--- config.mk ---
export PLATFORM = sky130hd
export DESIGN_NAME = key_chord_matcher
export DESIGN_NICKNAME = d
export VERILOG_FILES = /design/src/design/kcm_pkg.sv /design/src/design/kcm_ram.sv /design/src/design/key_chord_matcher.sv
export SDC_FILE = /design/constraint.sdc
export NUM_CORES = 2
export LEC_CHECK = 0
export ABC_AREA = 0
export BUFFER_PORTS_ARGS = -buffer_cell sky130_fd_sc_hd__buf_2
export CORE_MARGIN = 5
export CORE_UTILIZATION = 50
export DETAILED_ROUTE_END_ITERATION = 7
export PLACE_DENSITY = 0.71
export SETUP_SLACK_MARGIN = 0.3
export SLEW_MARGIN = 20
export SYNTH_ARGS = -nofsm -noshare
export SYNTH_HDL_FRONTEND = slang
export SYNTH_SLANG_ARGS = --single-unit
--- constraint.sdc ---
create_clock -name clk -period 6.6 [get_ports clk]
set_input_delay 0.66 -clock clk [delete_from_list [all_inputs] [get_ports clk]]
set_output_delay 0.66 -clock clk [all_outputs]
set_load 0.01 [all_outputs]
--- src/design/kcm_pkg.sv ---
// Package for the key chord matcher: sizes, codes and item structs.
// Used by the top level; depends on nothing.
package kcm_pkg;

  localparam int HeldSlots     = 16;
  localparam int HotkeyEntries = 16;
  localparam int CodeBits      = 10;
  localparam int KeysPerEntry  = 16;
  localparam int HeldIdxBits   = $clog2(HeldSlots);
  localparam int EntryIdxBits  = $clog2(HotkeyEntries);
  localparam int KeyIdxBits    = $clog2(KeysPerEntry);
  localparam int HotkeyDepth   = HotkeyEntries * KeysPerEntry;
  localparam int HotkeyAddrBits = $clog2(HotkeyDepth);

  localparam logic [1:0] CmdKeyEvent  = 2'd0;
  localparam logic [1:0] CmdWriteKey  = 2'd1;
  localparam logic [1:0] CmdWriteHead = 2'd2;

  localparam logic [4:0] EventKey = 5'd1;
  localparam logic [1:0] ValRelease = 2'd0;
  localparam logic [1:0] ValPress   = 2'd1;
  localparam logic [1:0] ValRepeat  = 2'd2;

  // Touchpad button codes; events carrying them are ignored.
  localparam logic [9:0] KeyToolFinger    = 10'd325;
  localparam logic [9:0] KeyTouch         = 10'd330;
  localparam logic [9:0] KeyToolDoubleTap = 10'd333;
  localparam logic [9:0] KeyToolTripleTap = 10'd334;

  localparam logic [2:0] StIgnored  = 3'd0;
  localparam logic [2:0] StAdded    = 3'd1;
  localparam logic [2:0] StHeld     = 3'd2;
  localparam logic [2:0] StFull     = 3'd3;
  localparam logic [2:0] StRemoved  = 3'd4;
  localparam logic [2:0] StNotHeld  = 3'd5;
  localparam logic [2:0] StWritten  = 3'd6;

  typedef struct packed {
    logic [1:0] cmd;
    logic [4:0] event_type;
    logic [1:0] event_value;
    logic [9:0] key_code;
    logic [3:0] entry;
    logic [3:0] position;
    logic [4:0] key_count;
    logic       fuzzy;
    logic       enable;
  } in_item_t;

  typedef struct packed {
    logic [2:0]  status;
    logic [4:0]  pressed_count;
    logic        checked;
    logic [15:0] match_mask;
  } out_item_t;

endpackage

--- src/design/kcm_ram.sv ---
// Generic single-port-write, single-port-read RAM with a registered read.
// Stand-alone; used for the held set and the hotkey key words.
module kcm_ram #(
  parameter int Width = 8,
  parameter int Depth = 16
) (
  input  logic                     clk,
  input  logic                     wr_en,
  input  logic [$clog2(Depth)-1:0] wr_addr,
  input  logic [Width-1:0]         wr_data,
  input  logic [$clog2(Depth)-1:0] rd_addr,
  output logic [Width-1:0]         rd_data
);

  logic [Width-1:0] mem [Depth];

  always_ff @(posedge clk) begin
    if (wr_en) begin
      mem[wr_addr] <= wr_data;
    end
    rd_data <= mem[rd_addr];
  end

endmodule

--- src/design/key_chord_matcher.sv ---
// Top level of the key chord matcher: sequencer, held-set RAM, hotkey RAM.
// Depends on kcm_pkg and kcm_ram.
//
//   channel | ports                        | direction | payload
//   input   | in_valid/in_ready/in_item     | in        | kcm_pkg::in_item_t
//   result  | out_valid/out_ready/out_item  | out       | kcm_pkg::out_item_t
//
// One item at a time; a table write or an ignored item goes straight to the
// result. A key event searches the held-set RAM, one word per cycle; a
// release that finds its key then reads the last word and writes it into the
// freed slot. A press that grows the set then visits every hotkey entry: an
// entry that cannot match is skipped, an ordered entry compares each key word
// with the held word at the same position, and a fuzzy entry searches the
// held set for each of its key words in turn.
// Reset clears the held count and all hotkey headers; the RAMs are not
// cleared. The result sits in an output register; the next item is taken
// only once it has been delivered.
module key_chord_matcher (
  input  logic                clk,
  input  logic                rst_n,
  input  logic                in_valid,
  output logic                in_ready,
  input  kcm_pkg::in_item_t   in_item,
  output logic                out_valid,
  input  logic                out_ready,
  output kcm_pkg::out_item_t  out_item
);

  localparam int HB = kcm_pkg::HeldIdxBits;
  localparam int EB = kcm_pkg::EntryIdxBits;
  localparam int KB = kcm_pkg::KeyIdxBits;
  localparam int CB = kcm_pkg::CodeBits;

  // Sequencer states.
  typedef enum logic [9:0] {
    S_IDLE  = 10'b00_0000_0001,
    S_SRCH  = 10'b00_0000_0010,  // search held set for the code
    S_REL   = 10'b00_0000_0100,  // read the last entry to move it
    S_RELW  = 10'b00_0000_1000,  // write it into the freed slot
    S_ADD   = 10'b00_0001_0000,  // append the pressed code
    S_ENT   = 10'b00_0010_0000,  // start an entry
    S_ORD   = 10'b00_0100_0000,  // ordered compare, key word and held word
    S_FKEY  = 10'b00_1000_0000,  // fetch the next fuzzy key word
    S_FSCAN = 10'b01_0000_0000,  // search held set for the fuzzy key word
    S_DONE  = 10'b10_0000_0000
  } state_t;

  state_t state_r, state_nxt;

  kcm_pkg::in_item_t  item_r;
  kcm_pkg::out_item_t res_r;
  logic               out_valid_r;
  logic [2:0]         st_r;         // status decided so far

  logic [HB:0]   held_count_r;
  logic [4:0]    hk_len_r   [kcm_pkg::HotkeyEntries];
  logic          hk_fuzzy_r [kcm_pkg::HotkeyEntries];
  logic          hk_valid_r [kcm_pkg::HotkeyEntries];

  logic [HB:0]   idx_r;        // held-set scan index (address issued)
  logic [HB-1:0] found_r;      // slot of found code
  logic [EB:0]   ent_r;        // hotkey entry being matched
  logic [4:0]    kpos_r;       // key position within entry
  logic [15:0]   mask_r;

  // RAM ports
  logic            held_we;
  logic [HB-1:0]   held_wa, held_ra;
  logic [CB-1:0]   held_wd, held_rd;
  logic            hk_we;
  logic [kcm_pkg::HotkeyAddrBits-1:0] hk_wa, hk_ra;
  logic [CB-1:0]   hk_rd;

  logic [CB-1:0] code;
  logic          touch_in;
  logic          accept;
  logic          key_go;
  logic [EB-1:0] ent_lo;
  logic [4:0]    cur_len;
  logic          ent_ok;
  logic          ent_end;
  logic          srch_hit;
  logic          scan_end;
  logic          set_full;
  logic          is_press;
  logic          ord_miss;
  logic          fuz_hit;
  logic [HB:0]   held_last;

  kcm_ram #(.Width(CB), .Depth(kcm_pkg::HeldSlots)) u_held (
    .clk(clk), .wr_en(held_we), .wr_addr(held_wa), .wr_data(held_wd),
    .rd_addr(held_ra), .rd_data(held_rd)
  );

  kcm_ram #(.Width(CB), .Depth(kcm_pkg::HotkeyDepth)) u_hotkey (
    .clk(clk), .wr_en(hk_we), .wr_addr(hk_wa), .wr_data(item_r.key_code[CB-1:0]),
    .rd_addr(hk_ra), .rd_data(hk_rd)
  );

  assign in_ready  = (state_r == S_IDLE) && !out_valid_r;
  assign out_valid = out_valid_r;
  assign out_item  = res_r;
  assign accept    = in_valid && in_ready;

  // Only key presses and releases of non-touchpad codes need the held set.
  assign touch_in = in_item.key_code inside {kcm_pkg::KeyToolFinger, kcm_pkg::KeyTouch,
                                             kcm_pkg::KeyToolDoubleTap,
                                             kcm_pkg::KeyToolTripleTap};
  assign key_go   = (in_item.cmd == kcm_pkg::CmdKeyEvent) &&
                    (in_item.event_type == kcm_pkg::EventKey) && !touch_in &&
                    (in_item.event_value inside {kcm_pkg::ValPress, kcm_pkg::ValRelease});

  assign code     = item_r.key_code[CB-1:0];
  assign is_press = (item_r.event_value == kcm_pkg::ValPress);
  assign ent_lo   = ent_r[EB-1:0];
  assign cur_len  = hk_len_r[ent_lo];
  assign ent_end  = (ent_r == (EB+1)'(kcm_pkg::HotkeyEntries));
  // An entry can only match when its length equals the held count, which
  // also rules out zero, overlong and over-capacity lengths.
  assign ent_ok   = hk_valid_r[ent_lo] && (cur_len != 5'd0) &&
                    (cur_len <= 5'(kcm_pkg::KeysPerEntry)) &&
                    (cur_len == 5'(held_count_r));
  // During a scan held_rd holds the word at idx_r-1.
  assign srch_hit = (idx_r != '0) && (held_rd == code);
  assign fuz_hit  = (idx_r != '0) && (held_rd == hk_rd);
  assign scan_end = (idx_r == held_count_r);
  assign set_full = (held_count_r >= (HB+1)'(kcm_pkg::HeldSlots));
  assign ord_miss = (kpos_r != 5'd0) && (hk_rd != held_rd);
  assign held_last = held_count_r - 1'b1;

  // Next state and RAM port muxing.
  always_comb begin
    state_nxt = state_r;
    held_we   = 1'b0;
    held_wa   = held_count_r[HB-1:0];
    held_wd   = code;
    held_ra   = idx_r[HB-1:0];
    hk_we     = 1'b0;
    hk_wa     = {item_r.entry[EB-1:0], item_r.position[KB-1:0]};
    hk_ra     = {ent_lo, kpos_r[KB-1:0]};
    case (state_r)
      S_IDLE: begin
        if (accept) begin
          state_nxt = key_go ? S_SRCH : S_DONE;
        end
      end
      S_SRCH: begin
        if (srch_hit) begin
          state_nxt = is_press ? S_DONE : S_REL;
        end else if (scan_end) begin
          state_nxt = (!is_press || set_full) ? S_DONE : S_ADD;
        end
      end
      S_REL: begin
        held_ra   = held_last[HB-1:0];
        state_nxt = S_RELW;
      end
      S_RELW: begin
        held_we   = 1'b1;
        held_wa   = found_r;
        held_wd   = held_rd;
        state_nxt = S_DONE;
      end
      S_ADD: begin
        held_we   = 1'b1;
        state_nxt = S_ENT;
      end
      S_ENT: begin
        if (ent_end) begin
          state_nxt = S_DONE;
        end else if (ent_ok) begin
          state_nxt = hk_fuzzy_r[ent_lo] ? S_FKEY : S_ORD;
        end
      end
      S_ORD: begin
        held_ra = kpos_r[HB-1:0];
        if (ord_miss || kpos_r == cur_len) begin
          state_nxt = S_ENT;
        end
      end
      S_FKEY: begin
        state_nxt = (kpos_r == cur_len) ? S_ENT : S_FSCAN;
      end
      S_FSCAN: begin
        if (fuz_hit) begin
          state_nxt = S_FKEY;
        end else if (scan_end) begin
          state_nxt = S_ENT;
        end
      end
      S_DONE: begin
        hk_we     = (item_r.cmd == kcm_pkg::CmdWriteKey);
        state_nxt = S_IDLE;
      end
      default: state_nxt = S_IDLE;
    endcase
  end

  always_ff @(posedge clk) begin
    if (!rst_n) begin
      state_r      <= S_IDLE;
      out_valid_r  <= 1'b0;
      held_count_r <= '0;
      for (int e = 0; e < kcm_pkg::HotkeyEntries; e++) begin
        hk_len_r[e]   <= '0;
        hk_fuzzy_r[e] <= 1'b0;
        hk_valid_r[e] <= 1'b0;
      end
    end else begin
      state_r <= state_nxt;
      if (out_valid_r && out_ready) begin
        out_valid_r <= 1'b0;
      end
      case (state_r)
        S_IDLE: begin
          if (accept) begin
            item_r <= in_item;
            idx_r  <= '0;
            mask_r <= '0;
            st_r   <= (in_item.cmd inside {kcm_pkg::CmdWriteKey, kcm_pkg::CmdWriteHead}) ?
                      kcm_pkg::StWritten : kcm_pkg::StIgnored;
          end
        end
        S_SRCH: begin
          idx_r <= idx_r + 1'b1;
          if (srch_hit) begin
            found_r <= idx_r[HB-1:0] - 1'b1;
            st_r    <= is_press ? kcm_pkg::StHeld : kcm_pkg::StRemoved;
          end else if (scan_end) begin
            if (!is_press) begin
              st_r <= kcm_pkg::StNotHeld;
            end else if (set_full) begin
              st_r <= kcm_pkg::StFull;
            end else begin
              st_r <= kcm_pkg::StAdded;
            end
          end
        end
        S_RELW: begin
          held_count_r <= held_last;
        end
        S_ADD: begin
          held_count_r <= held_count_r + 1'b1;
          ent_r        <= '0;
        end
        S_ENT: begin
          kpos_r <= '0;
          if (!ent_end && !ent_ok) begin
            ent_r <= ent_r + 1'b1;
          end
        end
        S_ORD: begin
          kpos_r <= kpos_r + 5'd1;
          if (ord_miss) begin
            ent_r <= ent_r + 1'b1;
          end else if (kpos_r == cur_len) begin
            mask_r[ent_lo] <= 1'b1;
            ent_r          <= ent_r + 1'b1;
          end
        end
        S_FKEY: begin
          idx_r <= '0;
          if (kpos_r == cur_len) begin
            mask_r[ent_lo] <= 1'b1;
            ent_r          <= ent_r + 1'b1;
          end
        end
        S_FSCAN: begin
          idx_r <= idx_r + 1'b1;
          if (fuz_hit) begin
            kpos_r <= kpos_r + 5'd1;
          end else if (scan_end) begin
            ent_r <= ent_r + 1'b1;
          end
        end
        S_DONE: begin
          out_valid_r          <= 1'b1;
          res_r.status         <= st_r;
          res_r.pressed_count  <= 5'(held_count_r);
          res_r.checked        <= (st_r == kcm_pkg::StAdded);
          res_r.match_mask     <= mask_r;
          if (item_r.cmd == kcm_pkg::CmdWriteHead) begin
            hk_len_r[item_r.entry[EB-1:0]]   <= item_r.key_count;
            hk_fuzzy_r[item_r.entry[EB-1:0]] <= item_r.fuzzy;
            hk_valid_r[item_r.entry[EB-1:0]] <= item_r.enable;
          end
        end
        default: ;
      endcase
    end
  end

endmodule
==> results.yml <==
run_status:
  status: "complete, but fails checks"
  failed_checks: "antenna rules"
power:
  worst_ir_drop_vdd_uv: 200
  p_leak_uw: 0.0383
  p_total_uw: 37300
  power_density_nw_per_um2: 290
floorplanning:
  fp-row-count: 176
  die_h_um: 490
  start_util: 0.502
  core_um2: 230000
  die_x_um: 490
  pin_count: 65
  die_area_um2: 240000
logic_synthesis:
  synth_edf_count: 2892
  yosysUniqueCellTypes: 60
  synth_area_um2: 115000
  ys.flop_type: "edfxtp_1"
  avgSynthCellArea_um2: 21.6
  ys_seq_elements: 2964
  syn_nets: 5371
  ys_warn_count: 0
  yosysSeqAreaShare: 0.766
  synthCells: 5321
  synth_async_sr_flop_share: 0
timing:
  worst_slack_ps: 2240
  setup_viol: 0
  min_period_ps: 4360
  maxSlewHeadroom: 0.218
  finalSetupTns_ps: 0
  hold_viol_final: 0
  clock-skew-final_ps: 48.6
  period_share: 0.660
  max_freq_mhz: 229
  worst_pin_slew_ps: 1160
  rsz0062_at_grt: "no"
  slew_viol_final: 0
finish:
  mostFrequentLayoutCells: "edfxtp_1 (2892), mux4_2 (876), nor2_1 (403), clkbuf_16 (304), nand2_1 (203)"
  final_common_cell: "edfxtp_1"
  fillerInstances: 16300
  finalNetCount: 5559
  final_cells: 8759
  regArea_um2: 88300
  syn2layout_area_growth_pct: 11.6
  multi_input_area_um2: 25700
  drive_above_1_share: 0.264
run:
  cap_viol_max_count: 0
worst_setup_path:
  slowest_stage: "nor2_1"
  cp-start-kind: "flop"
  cp_max_fo: 16
  arrival_ps: 4900
  path_cells: "nor4_1 > and3_1 > and3b_1 > nand4b_1 > nor2_1 > nand3_4 > nor2_1"
  timing.rr.end: "u_hotkey.mem[75][0]$_DFFE_PP_"
  reg2reg_depth: 7
  reg2reg_slack_ps: 2240
  r2r_start: "state_r[4]$_SDFFE_PN0P_"
  worst_path_most_repeated_cell: "nor2_1"
  end_kind: "flop"
  critPathRequiredTime_ps: 7140
  path_class: "reg -> reg"
  critPathLaunch: "state_r[4]$_SDFFE_PN0P_"
  endpoint: "u_hotkey.mem[75][0]$_DFFE_PP_"
  critical_path.max_stage_delay_ps: 1080
clock_tree:
  root_buffer: "clkbuf_16"
  ctsResizeCount: 0
  cts_made_buffers: 299
  clkLatencyLatePin_ps: 940
  path_clk_slew_ps: 60
  htree_levels: 5
  cts_tree: "yes"
  cts_buffer_depth: 4
  post_cts_buffers: 0
  clock_sinks: 2964
placement:
  numPortBuffers: 64
  gp_congestion: 0.846
  dp.cells: 8211
  place_ws_ps: 2260
  dp_hpwl_um: 165000
global_route:
  grt_max_degree: 196
  antenna_found_initial: 20
  grt_use_total: 0.232
  globalRouteOverflowTotal: 0
  grt_pass1_vias: 55100
  grt_pass1_wl_um: 404000
route:
  vias_per_cell: 6.38
  drt_iter0_drc: 7424
  firstDrtPassIters: 5
  ant_nets: 1
  drc: 0
  drt-wirelength-per-cell_um: 32.0
  routed_wirelength_um: 280000
  dr_total_vias: 55900
min_path:
  worstHoldPathType: "in -> reg"
## power by group
group          internal [uW]  leakage [uW]  switching [uW]  total (uW)
clock                   9010       0.00435            6800       15800
sequential             20700        0.0267            63.9       20800
combinational            136       0.00725             577         713
## cell usage after synthesis (3+ instances only)
| cell | instances | area [um^2] |
|---|---|---|
| nor4b_1 | 5 | 43.8 |
| nand2_1 | 218 | 818 |
| o21ai_0 | 59 | 295 |
| and2_1 | 10 | 62.6 |
| mux2_2 | 3 | 33.8 |
| nor4_1 | 7 | 43.8 |
| inv_1 | 17 | 63.8 |
| and3b_1 | 4 | 35.0 |
| buf_1 | 41 | 154 |
| a221o_1 | 3 | 30.0 |
| a21oi_1 | 47 | 235 |
| o22ai_1 | 3 | 18.8 |
| nand3_1 | 22 | 110 |
| and3_1 | 45 | 282 |
| nor2_1 | 440 | 1650 |
| nor3b_1 | 6 | 45.0 |
| nor2b_1 | 19 | 119 |
| o221ai_1 | 3 | 26.3 |
| dfxtp_1 | 72 | 1440 |
| buf_2 | 54 | 270 |
| o21a_1 | 3 | 22.5 |
| xor2_1 | 26 | 228 |
| xnor2_1 | 19 | 166 |
| clkbuf_1 | 221 | 830 |
| a22o_1 | 3 | 26.3 |
| a22oi_1 | 3 | 22.5 |
| ha_1 | 12 | 150 |
| nor3_1 | 19 | 95.1 |
| or2_2 | 4 | 25.0 |
| a211oi_1 | 52 | 390 |
| edfxtp_1 | 2892 | 86800 |
| a311oi_1 | 20 | 175 |
| mux2i_1 | 9 | 90.1 |
| a31oi_1 | 31 | 194 |
| mux4_2 | 876 | 19700 |
| a21boi_0 | 3 | 22.5 |
| nand3b_1 | 7 | 52.6 |
| nand4_1 | 7 | 43.8 |
| nand2b_1 | 7 | 43.8 |
## sequential cells by signal, indices dropped and copies added (netlist names), named ones only
signal and count:
hk_valid_r 16, u_hotkey.rd_data 10, code 10, hk_len_r 80
hk_fuzzy_r 16, u_held.mem 160, out_item 25, mask_r 16
hk_wa 8, held_count_r 5, idx_r 5, st_r 3
found_r 4, state_r 10, u_hotkey.mem 2560, kpos_r 5
u_held.rd_data 10, out_valid 1, ent_r 5, item_r 11
## stage by stage
stage / hold slack [ps] / util / area, um^2
floorplan: 406 / - / 115000
global placement: 428 / 0.519 / 119000
detailed placement: 441 / 0.519 / 119000
CTS: 2.41 / 0.559 / 128000
global route: 4.76 / 0.559 / 128000
finish: 48.6 / 0.560 / 129000
## timing repair
action	CTS	global route
hold buffers	22	0
endpoints found under the setup margin	0	0
hold endpoints to repair	22	0
## routing by layer
| metal | global-route usage | wire length, um |
|---|---|---|
| met2 | 0.366 | 136000 |
| met4 | 0.0742 | 9100 |
| met5 | 0 | 57 |
| met3 | 0.0526 | 28100 |
| met1 | 0.326 | 107000 |
## worst min path at each step
stage,slack (ps),to,startpoint,cells past startpoint
final,50,hk_wa[5]$_DFFE_PP_,in_item[12],1
after global routing,5,hk_wa[7]$_DFFE_PP_,in_item[14],1
after CTS,2,hk_wa[5]$_DFFE_PP_,in_item[12],1
after detailed placement,440,out_item[22]$_DFFE_PP_,st_r[0]$_SDFFCE_PN0P_,0
after global placement,430,out_item[22]$_DFFE_PP_,st_r[0]$_SDFFCE_PN0P_,0
after floorplan,410,out_item[19]$_DFFE_PP_,held_count_r[2]$_SDFFE_PN0P_,0
## logic make-up after synthesis
kind of cell               count (synthesis)  synth area share
adders and majority gates                 12           0.00130
DFF                                     2964             0.766
muxes                                    888             0.172
buffers and inverters                    338            0.0118
xor gates and xnor gates                  45           0.00342
AOI/OAI and AO/OA                        245            0.0139
and+or+nand+nor                          829            0.0309
## worst max-delay path: cells and delay by family, from the launching register on
| kind | cells | cell delay [ps] |
|---|---|---|
| AND/OR/NAND/NOR | 7 | 3640 |
| flip-flops | 1 | 350 |
## layout make-up
cell class                      instances  area share
Sequential cell                      2964       0.687
Multi-Input combinational cell       2019       0.200
Clock buffer                          376      0.0617
Tap cell                             3026      0.0295
Timing Repair Buffer                  207      0.0134
Clock inverter                        131     0.00752
Inverter                               18    0.000535
Antenna cell                           18    0.000350
(Power assumes the default switching activity.)
